$ cat src/hw/rtl/kars_pkg.sv
`timescale 1ns / 1ps
// ----------------------------------------------------------------------------
// Key auto-repeat scanner package
// Shared widths, register indexes, the configuration bundle and the report
// update for one fire.
// ----------------------------------------------------------------------------
package kars_pkg;

    // Width of every configuration register.
    localparam int CFG_W = 16;
    // Width of the register index on the configuration port.
    localparam int CFG_IDX_W = 3;
    // Width of the report word and of the key level word.
    localparam int REPORT_W = 8;

    // Repeat mark ORed into the report on every fire.
    localparam logic [REPORT_W-1:0] REPEAT_MARK = 8'h80;

    // Configuration register indexes.
    localparam logic [CFG_IDX_W-1:0] CFG_FIRST_REPEAT = 3'd0;
    localparam logic [CFG_IDX_W-1:0] CFG_MEDIUM_BAND  = 3'd1;
    localparam logic [CFG_IDX_W-1:0] CFG_FAST_BAND    = 3'd2;
    localparam logic [CFG_IDX_W-1:0] CFG_SLOW_IVL     = 3'd3;
    localparam logic [CFG_IDX_W-1:0] CFG_MEDIUM_IVL   = 3'd4;
    localparam logic [CFG_IDX_W-1:0] CFG_FAST_IVL     = 3'd5;

    // Current configuration, handed from the register file to the sequencer.
    typedef struct packed {
        logic [CFG_W-1:0] first_repeat_ticks;
        logic [CFG_W-1:0] medium_band_ticks;
        logic [CFG_W-1:0] fast_band_ticks;
        logic [CFG_W-1:0] slow_interval;
        logic [CFG_W-1:0] medium_interval;
        logic [CFG_W-1:0] fast_interval;
    } t_cfg;

    // A fire ORs in the key bit and the repeat mark, then adds one modulo 256.
    function automatic logic [REPORT_W-1:0] fire_report(
        input logic [REPORT_W-1:0] report,
        input logic [REPORT_W-1:0] key_bit
    );
        logic [REPORT_W-1:0] marked;
        marked = report | key_bit | REPEAT_MARK;
        return marked + 8'd1;
    endfunction

endpackage

$ cat src/hw/rtl/kars_cfg.sv
`timescale 1ns / 1ps
// ----------------------------------------------------------------------------
// Key auto-repeat scanner configuration registers
// Six 16-bit registers written by index; an unknown index is ignored.
// ----------------------------------------------------------------------------
module kars_cfg (
    input  logic                             i_clk,
    input  logic                             i_rst_n,
    input  logic                             i_cfg_valid,
    output logic                             o_cfg_ready,
    input  logic [kars_pkg::CFG_IDX_W-1:0]   i_cfg_index,
    input  logic [kars_pkg::CFG_W-1:0]       i_cfg_data,
    output kars_pkg::t_cfg                   o_cfg
);
    import kars_pkg::*;

    t_cfg r_cfg;

    // The register file takes a word in every cycle.
    assign o_cfg_ready = 1'b1;
    assign o_cfg       = r_cfg;

    // Register writes, with the documented reset values.
    always_ff @(posedge i_clk) begin
        if (!i_rst_n) begin
            r_cfg.first_repeat_ticks <= 16'd20;
            r_cfg.medium_band_ticks  <= 16'd100;
            r_cfg.fast_band_ticks    <= 16'd200;
            r_cfg.slow_interval      <= 16'd10;
            r_cfg.medium_interval    <= 16'd5;
            r_cfg.fast_interval      <= 16'd2;
        end else if (i_cfg_valid) begin
            case (i_cfg_index)
                CFG_FIRST_REPEAT: r_cfg.first_repeat_ticks <= i_cfg_data;
                CFG_MEDIUM_BAND:  r_cfg.medium_band_ticks  <= i_cfg_data;
                CFG_FAST_BAND:    r_cfg.fast_band_ticks    <= i_cfg_data;
                CFG_SLOW_IVL:     r_cfg.slow_interval      <= i_cfg_data;
                CFG_MEDIUM_IVL:   r_cfg.medium_interval    <= i_cfg_data;
                CFG_FAST_IVL:     r_cfg.fast_interval      <= i_cfg_data;
                default: begin
                end
            endcase
        end
    end

endmodule

$ cat src/hw/rtl/kars_rem.sv
`timescale 1ns / 1ps
// ----------------------------------------------------------------------------
// Key auto-repeat scanner remainder unit
// Restoring division, one dividend bit per cycle, reporting whether the
// remainder is zero. The divisor must be non-zero.
// ----------------------------------------------------------------------------
module kars_rem #(
    parameter int DIVIDEND_W = 16
) (
    input  logic                         i_clk,
    input  logic                         i_rst_n,
    input  logic                         i_start,
    input  logic [DIVIDEND_W-1:0]        i_dividend,
    input  logic [kars_pkg::CFG_W-1:0]   i_divisor,
    output logic                         o_done,
    output logic                         o_zero
);
    import kars_pkg::*;

    localparam int STEP_W = $clog2(DIVIDEND_W + 1);

    logic [DIVIDEND_W-1:0] r_dvd;
    logic [CFG_W-1:0]      r_div;
    logic [CFG_W-1:0]      r_rem;
    logic [STEP_W-1:0]     r_steps;
    logic                  r_done;
    logic [CFG_W:0]        trial;

    // Partial remainder with the next dividend bit shifted in.
    assign trial  = {r_rem, r_dvd[DIVIDEND_W-1]};
    assign o_done = r_done;
    assign o_zero = (r_rem == '0);

    // Control: step count and the done pulse.
    always_ff @(posedge i_clk) begin
        if (!i_rst_n) begin
            r_steps <= '0;
            r_done  <= 1'b0;
        end else if (i_start) begin
            r_steps <= STEP_W'(DIVIDEND_W);
            r_done  <= 1'b0;
        end else begin
            r_done <= (r_steps == STEP_W'(1));
            if (r_steps != '0) begin
                r_steps <= r_steps - STEP_W'(1);
            end
        end
    end

    // Datapath: one compare and subtract per step.
    always_ff @(posedge i_clk) begin
        if (i_start) begin
            r_dvd <= i_dividend;
            r_div <= i_divisor;
            r_rem <= '0;
        end else if (r_steps != '0) begin
            r_dvd <= r_dvd << 1;
            if (trial >= {1'b0, r_div}) begin
                r_rem <= CFG_W'(trial - {1'b0, r_div});
            end else begin
                r_rem <= CFG_W'(trial);
            end
        end
    end

endmodule

$ cat src/hw/rtl/key_autorepeat_scanner.sv
`timescale 1ns / 1ps
// ----------------------------------------------------------------------------
// Key auto-repeat scanner
// Per-key held-time counters with a three-band accelerating repeat.
// ----------------------------------------------------------------------------
// Each input word is one scan of active-low key levels and yields exactly one
// report word. The keys are walked one at a time by a small sequencer: the
// scan is taken in S_IDLE, a released key is handled in S_KEY, a held key in
// S_KEY and S_BAND, and a held key whose count lies in a repeat band and whose
// interval is non-zero also waits in S_DIV for the shared bit-serial remainder
// unit; S_DONE then hands the report to the output register. A scan may also
// wait for the previous report word to leave the output register, and no new
// scan is taken until the sequencer is back in S_IDLE. A finished report may
// wait in the output register while the next scan is taken.
// ----------------------------------------------------------------------------
module key_autorepeat_scanner #(
    parameter int KEY_COUNT    = 8,
    parameter int COUNTER_BITS = 16
) (
    input  logic                             i_clk,
    input  logic                             i_rst_n,
    input  logic                             i_in_valid,
    output logic                             o_in_ready,
    input  logic [kars_pkg::REPORT_W-1:0]    i_key_levels,
    output logic                             o_out_valid,
    input  logic                             i_out_ready,
    output logic [kars_pkg::REPORT_W-1:0]    o_key_report,
    input  logic                             i_cfg_valid,
    output logic                             o_cfg_ready,
    input  logic [kars_pkg::CFG_IDX_W-1:0]   i_cfg_index,
    input  logic [kars_pkg::CFG_W-1:0]       i_cfg_data
);
    import kars_pkg::*;

    localparam int KEY_W = (KEY_COUNT > 1) ? $clog2(KEY_COUNT) : 1;
    localparam int CMP_W = (COUNTER_BITS > CFG_W) ? COUNTER_BITS : CFG_W;

    typedef enum logic [4:0] {
        S_IDLE = 5'b00001,
        S_KEY  = 5'b00010,
        S_BAND = 5'b00100,
        S_DIV  = 5'b01000,
        S_DONE = 5'b10000
    } t_state;

    t_cfg                    cfg;
    t_state                  r_state, n_state;
    logic [KEY_W-1:0]        r_key, n_key;
    logic [KEY_COUNT-1:0]    r_levels;
    logic [REPORT_W-1:0]     r_report, n_report;
    logic [COUNTER_BITS-1:0] r_cnt, n_cnt;
    logic                    r_out_valid, n_out_valid;
    logic [REPORT_W-1:0]     r_out_data, n_out_data;
    logic [COUNTER_BITS-1:0] r_counters [KEY_COUNT];
    logic                    wr_en;
    logic [COUNTER_BITS-1:0] wr_data;
    logic                    rem_start;
    logic [CFG_W-1:0]        rem_period;
    logic                    rem_done;
    logic                    rem_zero;
    logic [COUNTER_BITS-1:0] cur_cnt;
    logic [REPORT_W-1:0]     key_bit;
    logic                    last_key;
    logic [CMP_W-1:0]        cx, c_first, c_med, c_fast;

    // Configuration register file.
    kars_cfg u_cfg (
        .i_clk       (i_clk),
        .i_rst_n     (i_rst_n),
        .i_cfg_valid (i_cfg_valid),
        .o_cfg_ready (o_cfg_ready),
        .i_cfg_index (i_cfg_index),
        .i_cfg_data  (i_cfg_data),
        .o_cfg       (cfg)
    );

    // Shared remainder unit for the repeat interval test.
    kars_rem #(
        .DIVIDEND_W (COUNTER_BITS)
    ) u_rem (
        .i_clk      (i_clk),
        .i_rst_n    (i_rst_n),
        .i_start    (rem_start),
        .i_dividend (r_cnt),
        .i_divisor  (rem_period),
        .o_done     (rem_done),
        .o_zero     (rem_zero)
    );

    assign o_in_ready   = (r_state == S_IDLE);
    assign o_out_valid  = r_out_valid;
    assign o_key_report = r_out_data;

    assign cur_cnt  = r_counters[r_key];
    assign key_bit  = REPORT_W'(1) << r_key;
    assign last_key = (r_key == KEY_W'(KEY_COUNT - 1));
    assign cx       = CMP_W'(r_cnt);
    assign c_first  = CMP_W'(cfg.first_repeat_ticks);
    assign c_med    = CMP_W'(cfg.medium_band_ticks);
    assign c_fast   = CMP_W'(cfg.fast_band_ticks);

    // Sequencer: walk the keys, one counter update and test at a time.
    always_comb begin
        n_state     = r_state;
        n_key       = r_key;
        n_report    = r_report;
        n_cnt       = r_cnt;
        n_out_valid = r_out_valid && !i_out_ready;
        n_out_data  = r_out_data;
        wr_en       = 1'b0;
        wr_data     = '0;
        rem_start   = 1'b0;
        rem_period  = cfg.slow_interval;

        case (r_state)
            S_IDLE: begin
                if (i_in_valid) begin
                    n_key    = '0;
                    n_report = '0;
                    n_state  = S_KEY;
                end
            end

            S_KEY: begin
                wr_en = 1'b1;
                if (!r_levels[r_key]) begin
                    // Held: count one more scan, then test the bands.
                    n_cnt   = cur_cnt + COUNTER_BITS'(1);
                    wr_data = n_cnt;
                    n_state = S_BAND;
                end else begin
                    // Released: a short hold reports the key bit alone.
                    if (cur_cnt != '0 && CMP_W'(cur_cnt) < c_first) begin
                        n_report = r_report | key_bit;
                    end
                    wr_data = '0;
                    n_key   = last_key ? r_key : r_key + KEY_W'(1);
                    n_state = last_key ? S_DONE : S_KEY;
                end
            end

            S_BAND: begin
                n_key   = last_key ? r_key : r_key + KEY_W'(1);
                n_state = last_key ? S_DONE : S_KEY;
                if (cx == c_first) begin
                    n_report = fire_report(r_report, key_bit);
                end else begin
                    // Pick the interval of the band the count lies in.
                    if (cx > c_first && cx < c_med) begin
                        rem_period = cfg.slow_interval;
                        rem_start  = (cfg.slow_interval != '0);
                    end else if (cx >= c_med && cx < c_fast) begin
                        rem_period = cfg.medium_interval;
                        rem_start  = (cfg.medium_interval != '0);
                    end else if (cx >= c_fast) begin
                        rem_period = cfg.fast_interval;
                        rem_start  = (cfg.fast_interval != '0);
                    end
                    if (rem_start) begin
                        n_key   = r_key;
                        n_state = S_DIV;
                    end
                end
            end

            S_DIV: begin
                if (rem_done) begin
                    if (rem_zero) begin
                        n_report = fire_report(r_report, key_bit);
                    end
                    n_key   = last_key ? r_key : r_key + KEY_W'(1);
                    n_state = last_key ? S_DONE : S_KEY;
                end
            end

            S_DONE: begin
                // Hand the report over once the output register is free.
                if (!r_out_valid || i_out_ready) begin
                    n_out_valid = 1'b1;
                    n_out_data  = r_report;
                    n_state     = S_IDLE;
                end
            end

            default: begin
                n_state = S_IDLE;
            end
        endcase
    end

    // Control registers and the held-time counters.
    always_ff @(posedge i_clk) begin
        if (!i_rst_n) begin
            r_state     <= S_IDLE;
            r_key       <= '0;
            r_out_valid <= 1'b0;
            for (int k = 0; k < KEY_COUNT; k++) begin
                r_counters[k] <= '0;
            end
        end else begin
            r_state     <= n_state;
            r_key       <= n_key;
            r_out_valid <= n_out_valid;
            if (wr_en) begin
                r_counters[r_key] <= wr_data;
            end
        end
    end

    // Payload registers.
    always_ff @(posedge i_clk) begin
        r_report   <= n_report;
        r_cnt      <= n_cnt;
        r_out_data <= n_out_data;
        if (r_state == S_IDLE && i_in_valid) begin
            r_levels <= i_key_levels[KEY_COUNT-1:0];
        end
    end

endmodule
$ cat config.mk
export PLATFORM = sky130hd
export DESIGN_NAME = key_autorepeat_scanner
export DESIGN_NICKNAME = d
export VERILOG_FILES = /design/src/hw/rtl/kars_pkg.sv /design/src/hw/rtl/kars_cfg.sv /design/src/hw/rtl/kars_rem.sv /design/src/hw/rtl/key_autorepeat_scanner.sv
export SDC_FILE = /design/constraint.sdc
export NUM_CORES = 1
export LEC_CHECK = 0
export ABC_AREA = 1
export ABC_CLOCK_PERIOD_IN_PS = 3600
export BUFFER_PORTS_ARGS = -buffer_cell sky130_fd_sc_hd__buf_2
export CAP_MARGIN = 10
export CELL_PAD_IN_SITES_DETAIL_PLACEMENT = 0
export CELL_PAD_IN_SITES_GLOBAL_PLACEMENT = 1
export CORE_AREA = 4 4 213 215
export CTS_BUF_LIST = sky130_fd_sc_hd__clkbuf_2 sky130_fd_sc_hd__clkbuf_4 sky130_fd_sc_hd__clkbuf_8
export DETAILED_ROUTE_END_ITERATION = 10
export DIE_AREA = 0 0 217 219
export PLACE_DENSITY_LB_ADDON = 0.2
export SYNTH_ARGS = -nofsm -noshare
export SYNTH_HDL_FRONTEND = slang
export SYNTH_HIERARCHICAL = 1
export SYNTH_SLANG_ARGS = --single-unit
$ cat constraint.sdc
create_clock -name i_clk -period 3.6 [get_ports i_clk]
set_input_delay 0.54 -clock i_clk [delete_from_list [all_inputs] [get_ports i_clk]]
set_output_delay 0.54 -clock i_clk [all_outputs]
set_load 0.05 [all_outputs]
Yosys cells after proc, flatten, opt, wreduce, memory -nomap -nowiden. Memory sizes are Yosys's and may differ from the RTL's. A register that Yosys moved wholly into a read port is not among the register bits. Index checks and enable logic that the tools add are counted.

Add/subtract/negate cells: 5. $lt $le $gt $ge: 8. Eq/ne operators: 21. Shift operators: 1. Muxes and demuxes: 55. Bitwise logic cells: 3. Reduce and logical (&&, ||, !) cells: 30.

Operators with widths (count): two-way mux 16 bit (11); nonzero test 16 bit (4); less-than comparator 16 bit (3); two-way mux 8 bit (6); two-way mux 5 bit (9); >= comparator 16 bit (2); case mux 8 bit (4 select lines) (1); two-way mux 3 bit (9); case mux 5 bit (5 select lines) (1); >= comparator 17 x 16 -> 1 bit (1); adder 16 x 1 -> 16 bit, second input constant (1); equality test 16 bit (1); > comparator 16 bit (1); logical NOT 16 bit (1); two-way mux 1 bit (16); AND reduction 2 bit (8); OR reduction 16 bit (1); subtractor 16 bit (1); inequality test 2 bit, second input constant (6); case mux 3 bit (4 select lines) (1); equality test 5 x 1 -> 1 bit, second input constant (2); equality test 3 bit, second input constant (3); adder 8 x 1 -> 8 bit, second input constant (1); bitwise OR 8 bit (1); 25 further kinds (32).

Bits in registers: 199. Memory bits (writable): 128. Input port bits: 32. Output and inout bits: 11. Memories: 1.

Memories: r_counters (depth 8, bits a word 16, read ports 1, clocked after memory_dff 1, wr ports 8, RTL line key_autorepeat_scanner.sv:54) `logic [COUNTER_BITS-1:0] r_counters [KEY_COUNT];`.

Logic depth before layout (Yosys ltp).
Depth in word-level cells: 11. Depth in mapped cells: 23. Mapped depth without buffers: 21.

By module. Netlist, hierarchy kept.

By module, submodules not included: key_autorepeat_scanner (times used 1, cells each 1238, area an instance 10891.7 um^2, seq. area each 5285.1 um^2); kars_cfg (times used 1, cells each 546, area an instance 3866.2 um^2, seq. area each 1921.8 um^2); kars_rem (times used 1, cells each 449, area an instance 3412.0 um^2, seq. area each 1401.3 um^2).

Worst setup path before layout. Ideal clock, no wire load.

Kind: reg-to-reg. Start point: register r_cnt[15] (netlist: cx[15]). End point: register u_rem.r_dvd[0], enable pin. Setup time: 0.375 ns. Data arrival time: 2.906 ns. Slack: 0.319 ns. Stages on the path, launching flop included: 17. Path buffers: 1. Period minus slack after synthesis: 3.281 ns. Cell sequence: edfxtp_1 > ha_1 > nand2_1 > nor2_1 > nand2_1 > nor2_1 > nand2_1 > nand4_1 > nand2_1 > inv_1 > nand2_1 > nand3_1 > nand3_1 > inv_1 > buf_2 > nor2_2 > inv_1.

Cells in the longest elaborated chain, start to end: 9.

Ends and longest elaborated chain: start: declaration (RTL line key_autorepeat_scanner.sv:51) `logic [COUNTER_BITS-1:0] r_cnt, n_cnt;`; start signal: assignment (RTL line key_autorepeat_scanner.sv:213) `r_cnt <= n_cnt;`; >= comparator 16 bit, or another cell as far along (RTL line key_autorepeat_scanner.sv:155) `end else if (cx >= c_fast) begin`; two-way mux 1 bit / logical AND 1 bit (equally long branches) (RTL line key_autorepeat_scanner.sv:155, key_autorepeat_scanner.sv:152); two-way mux 1 bit (RTL line key_autorepeat_scanner.sv:152) `end else if (cx >= c_med && cx < c_fast) begin`; two-way mux 1 bit (RTL line key_autorepeat_scanner.sv:149) `if (cx > c_first && cx < c_med) begin`; two-way mux 1 bit (RTL line key_autorepeat_scanner.sv:145) `if (cx == c_first) begin`; two-way mux 1 bit (RTL line key_autorepeat_scanner.sv:115) `case (r_state)`; two-way mux 1 bit (*) (RTL line key_autorepeat_scanner.sv:145); two-way mux 1 bit (*) (RTL line key_autorepeat_scanner.sv:115); net rem_start (RTL line key_autorepeat_scanner.sv:57) `logic rem_start;`; nonzero test 2 bit (no source line) (*); end signal: assignment (RTL line kars_rem.sv:53) `r_dvd <= i_dividend;`; end signal: assignment (RTL line kars_rem.sv:57) `r_dvd <= r_dvd << 1;`; end: declaration (RTL line kars_rem.sv:22) `logic [DIVIDEND_W-1:0] r_dvd;`.

The timed path passes the listed nets; every way through them passes the cells marked *. The select of a mux whose other input is x is not followed. A chain may end at the register's enable or synchronous reset.

Worst setup path after layout.
Start point: register r_cnt[15] (netlist: cx[15]). End point: register u_rem.r_rem[3].

Cells in the longest elaborated chain, start to end: 8.

Ends and longest elaborated chain: >= comparator 16 bit, or another cell as far along (RTL line key_autorepeat_scanner.sv:155); two-way mux 1 bit / logical AND 1 bit (equally long branches) (RTL line key_autorepeat_scanner.sv:155, key_autorepeat_scanner.sv:152); two-way mux 1 bit (RTL line key_autorepeat_scanner.sv:152); two-way mux 1 bit (RTL line key_autorepeat_scanner.sv:149); two-way mux 1 bit (RTL line key_autorepeat_scanner.sv:145); two-way mux 1 bit (RTL line key_autorepeat_scanner.sv:115); two-way mux 1 bit (*) (RTL line key_autorepeat_scanner.sv:145); two-way mux 1 bit (*) (RTL line key_autorepeat_scanner.sv:115); net rem_start (RTL line key_autorepeat_scanner.sv:57); end signal: assignment (RTL line kars_rem.sv:59) `r_rem <= CFG_W'(trial - {1'b0, r_div});`; end signal: assignment (RTL line kars_rem.sv:61) `r_rem <= CFG_W'(trial);`; end: declaration (RTL line kars_rem.sv:24) `logic [CFG_W-1:0] r_rem;`.

Marks and branches as above.

==> flow_summary.json <==
{
  "syn_to_final_growth_pct": 11.5,
  "die_x_um": 217,
  "max_freq_ghz": 0.304,
  "vias_per_cell": 5.04,
  "final_util_pct": 46.3,
  "timing.final.ws_setup_ps": 312,
  "p_leak_uw": 0.00863,
  "finalWeightedCongestion": 0.882,
  "ant_nets": 0,
  "worstSkewPairLatency_ps": 670,
  "ys.flop_type": "edfxtp_1",
  "period_minus_slack_ps": 3290,
  "tightest_slew_ps": 966,
  "grt-ovfl-total": 0,
  "wl_met1_mm": 22.7,
  "cts.path.max_buffers": 3,
  "cts_tree": "done",
  "postCtsHoldBufs": 0,
  "netlist.area_leader.share_pct": 33.1,
  "vias": 14800,
  "seqCellArea_sq_mm": 0.00861,
  "synth_edf_count": 200,
  "clk_pin_slew_ps": 60,
  "wl_per_cell_um": 17.6,
  "clock-sinks": 330,
  "ys_seq_area_share_pct": 47.4,
  "dieHeight_um": 219,
  "netlist_area_sq_mm": 0.0182,
  "multiInputGateArea_sq_mm": 0.00809,
  "drc": 0,
  "wl_met3_mm": 2.57,
  "slew_headroom_pct": 35.5,
  "finalClockSkew_ps": 47.3,
  "fill_cells": 4462,
  "tns_ps": 0,
  "hold_violations": 0,
  "cp_max_fo": 16,
  "wl_met2_mm": 24.6,
  "finalPower_uw": 11500,
  "grt_pass1_wl_mm": 81.7,
  "end_kind": "register",
  "io_pins": 43,
  "worstPathArrival_ps": 3790,
  "outcome": "finished, final reports clean",
  "dr.first_iter.drc_count": 1135,
  "drt_wl_total_mm": 51.6,
  "hold_ws_ps": 78.3,
  "critPathSlowestCell": "edfxtp_1",
  "drv_slew": 0,
  "dp_hpwl_mm": 37.1,
  "yosysUniqueCellTypes": 52,
  "antenna_found_initial": 2,
  "period_share_pct": 91.3,
  "track_usage_pct": 21.8,
  "antennaDiodeCount": 0,
  "ys_async_sr_fraction_pct": 0,
  "vdd_drop_max_v": 0.000301,
  "final_nets": 2417,
  "setup_viol": 0,
  "start_util_pct": 41.5,
  "pre_cts_slack_ps": 244,
  "drive_gt1_share_pct": 13.5,
  "hold_path.class": "input port to register",
  "critPathBufInv": 4,
  "dieArea_sq_mm": 0.0475,
  "grt_max_degree": 75,
  "rsz0062_at_grt": "no",
  "numCtsBuffers": 59,
  "dr.pass1.iters": 5,
  "ys_ff_latch": 330,
  "io_buffers": 41,
  "cts-resized-gates": 0,
  "cts_root_buf": "clkbuf_8",
  "slowest_delay_ps": 480,
  "startpoint_type": "register",
  "drv_cap": 0,
  "crit_family": "simple AND/OR/NAND/NOR gates",
  "p_per_area_mw_per_mm2": 567,
  "postSynthAreaPerCell_sq_um": 8.14,
  "syn_nets": 2355,
  "netlist_instances": 2233,
  "cp_cell_sequence": "ha_1 -> nand2_1 -> inv_1 -> nand3_1 -> nor3_1 -> nand2_1 -> and2_1 -> a31oi_1 -> nand3_1 -> inv_1 -> clkinv_1 -> nand2_1 -> inv_1 -> nand3_1 -> o21ai_0",
  "post-cts-setup-buffer-count": 0,
  "crit_type": "register to register",
  "top_layer_used": "met5",
  "crit_required_ps": 4100,
  "ys_warn_count": 6,
  "synth_area_leaders": "edfxtp_1 (33%), dfxtp_1 (14%), nand2_1 (9.9%)",
  "core_sq_mm": 0.0437,
  "h-tree-depth": 2,
  "grt_pass1_vias": 14900,
  "rows": 77,
  "yosysTopAreaCell": "edfxtp_1"
}
## registers in the layout (all words and copies together) (netlist names), 5 cells and up, named ones only
name,count
u_rem/r_div,16
u_rem/r_rem,16
u_rem/r_steps,5
o_key_report,8
r_levels,8
r_report,8
u_cfg/o_cfg,96
r_state,5
u_rem/r_dvd,16
r_counters,128
cx,16
## layout make-up
type	instances	share of cell area, %
clock buffer	92	5.60
clock inverter	16	0.686
inverter	254	4.71
multi-input combinational	1564	40.0
sequential	330	42.5
tap	592	3.66
timing repair buffer	86	2.88
## cells by family (layout without fill, tap and decap cells)
group                    Yosys count  after routing  synth area share, %
buffers and inverters            339            448                 8.17
AO/OA/AOI/OAI                    238            238                 7.52
AND/OR/NAND/NOR                 1218           1218                 29.8
other                              1              1               0.0206
XOR/XNOR                          17             17                0.861
flip-flops                       330            330                 47.4
adder cells (fa/ha/maj)           90             90                 6.24
## cell usage in the layout, fill, tap and decap left out, types with 9 or more instances in the layout
cell      instances
a21oi_1          54
buf_2            40
buf_4            43
clkbuf_4         21
clkbuf_8         71
dfxtp_1         129
edfxtp_1        200
ha_1             89
inv_1           234
inv_2            19
nand2_1         479
nand2_2          17
nand3_1         171
nand3_2          11
nand4_1          21
nor2_1          416
nor2_2           31
nor2_4           12
nor3_1           17
nor4_1           11
o211ai_1         17
o21ai_0          88
o21ai_1          36
o22ai_1          19
xnor2_1           9
## power breakdown
part / switching [uW] / total, uW / internal [uW]
Clock: 1590 / 3730 / 2140
Sequential: 240 / 4750 / 4510
Combinational: 1990 / 2990 / 1000
Total: 3820 / 11500 / 7660
## layer usage
| layer | up-vias | global-route usage, % |
|---|---|---|
| li1 | 7444 | - |
| met1 | 6909 | 27.8 |
| met2 | 325 | 37.2 |
| met3 | 100 | 3.79 |
| met4 | 4 | 8.25 |
| met5 | - | 0 |
## worst paths after layout
path                         start  depth (start not counted)                          end  slack [ps]
min                i_key_levels[3]                          1        r_levels[3]$_DFFE_PP_          80
min reg2reg  r_report[6]$_DFFE_PP_                          0    o_key_report[6]$_DFFE_PP_         450
max               cx[15]$_DFFE_PP_                         15  u_rem/r_rem[3]$_SDFFE_PP0P_         310
max reg2reg       cx[15]$_DFFE_PP_                         15  u_rem/r_rem[3]$_SDFFE_PP0P_         310
## synthesized netlist by cell type (all sizes together), types with 19 or more instances
cell / number
nor3: 20
inv: 253
a21oi: 55
nand3: 187
o22ai: 19
dfxtp: 130
nand4: 29
edfxtp: 200
nand2: 501
ha: 89
nor2: 460
o21ai: 136
buf: 64
clkbuf: 21
## worst reg2reg max path: stages (launching register included)
cell,delay (ps)
edfxtp_1,480
ha_1,350
nand2_1,60
inv_1,60
nand3_1,100
nor3_1,300
nand2_1,120
and2_1,160
a31oi_1,210
nand3_1,130
inv_1,300
clkinv_1,260
nand2_1,120
inv_1,230
nand3_1,190
o21ai_0,110
## stage by stage
step	instance area [sq um]	cells
after CTS	20200	2934
after global placement	19000	2826
final	20300	2934
after global routing	20300	2934
after floorplan	18200	2233
after detailed placement	19000	2826
Power figures use the tool's default switching activity.
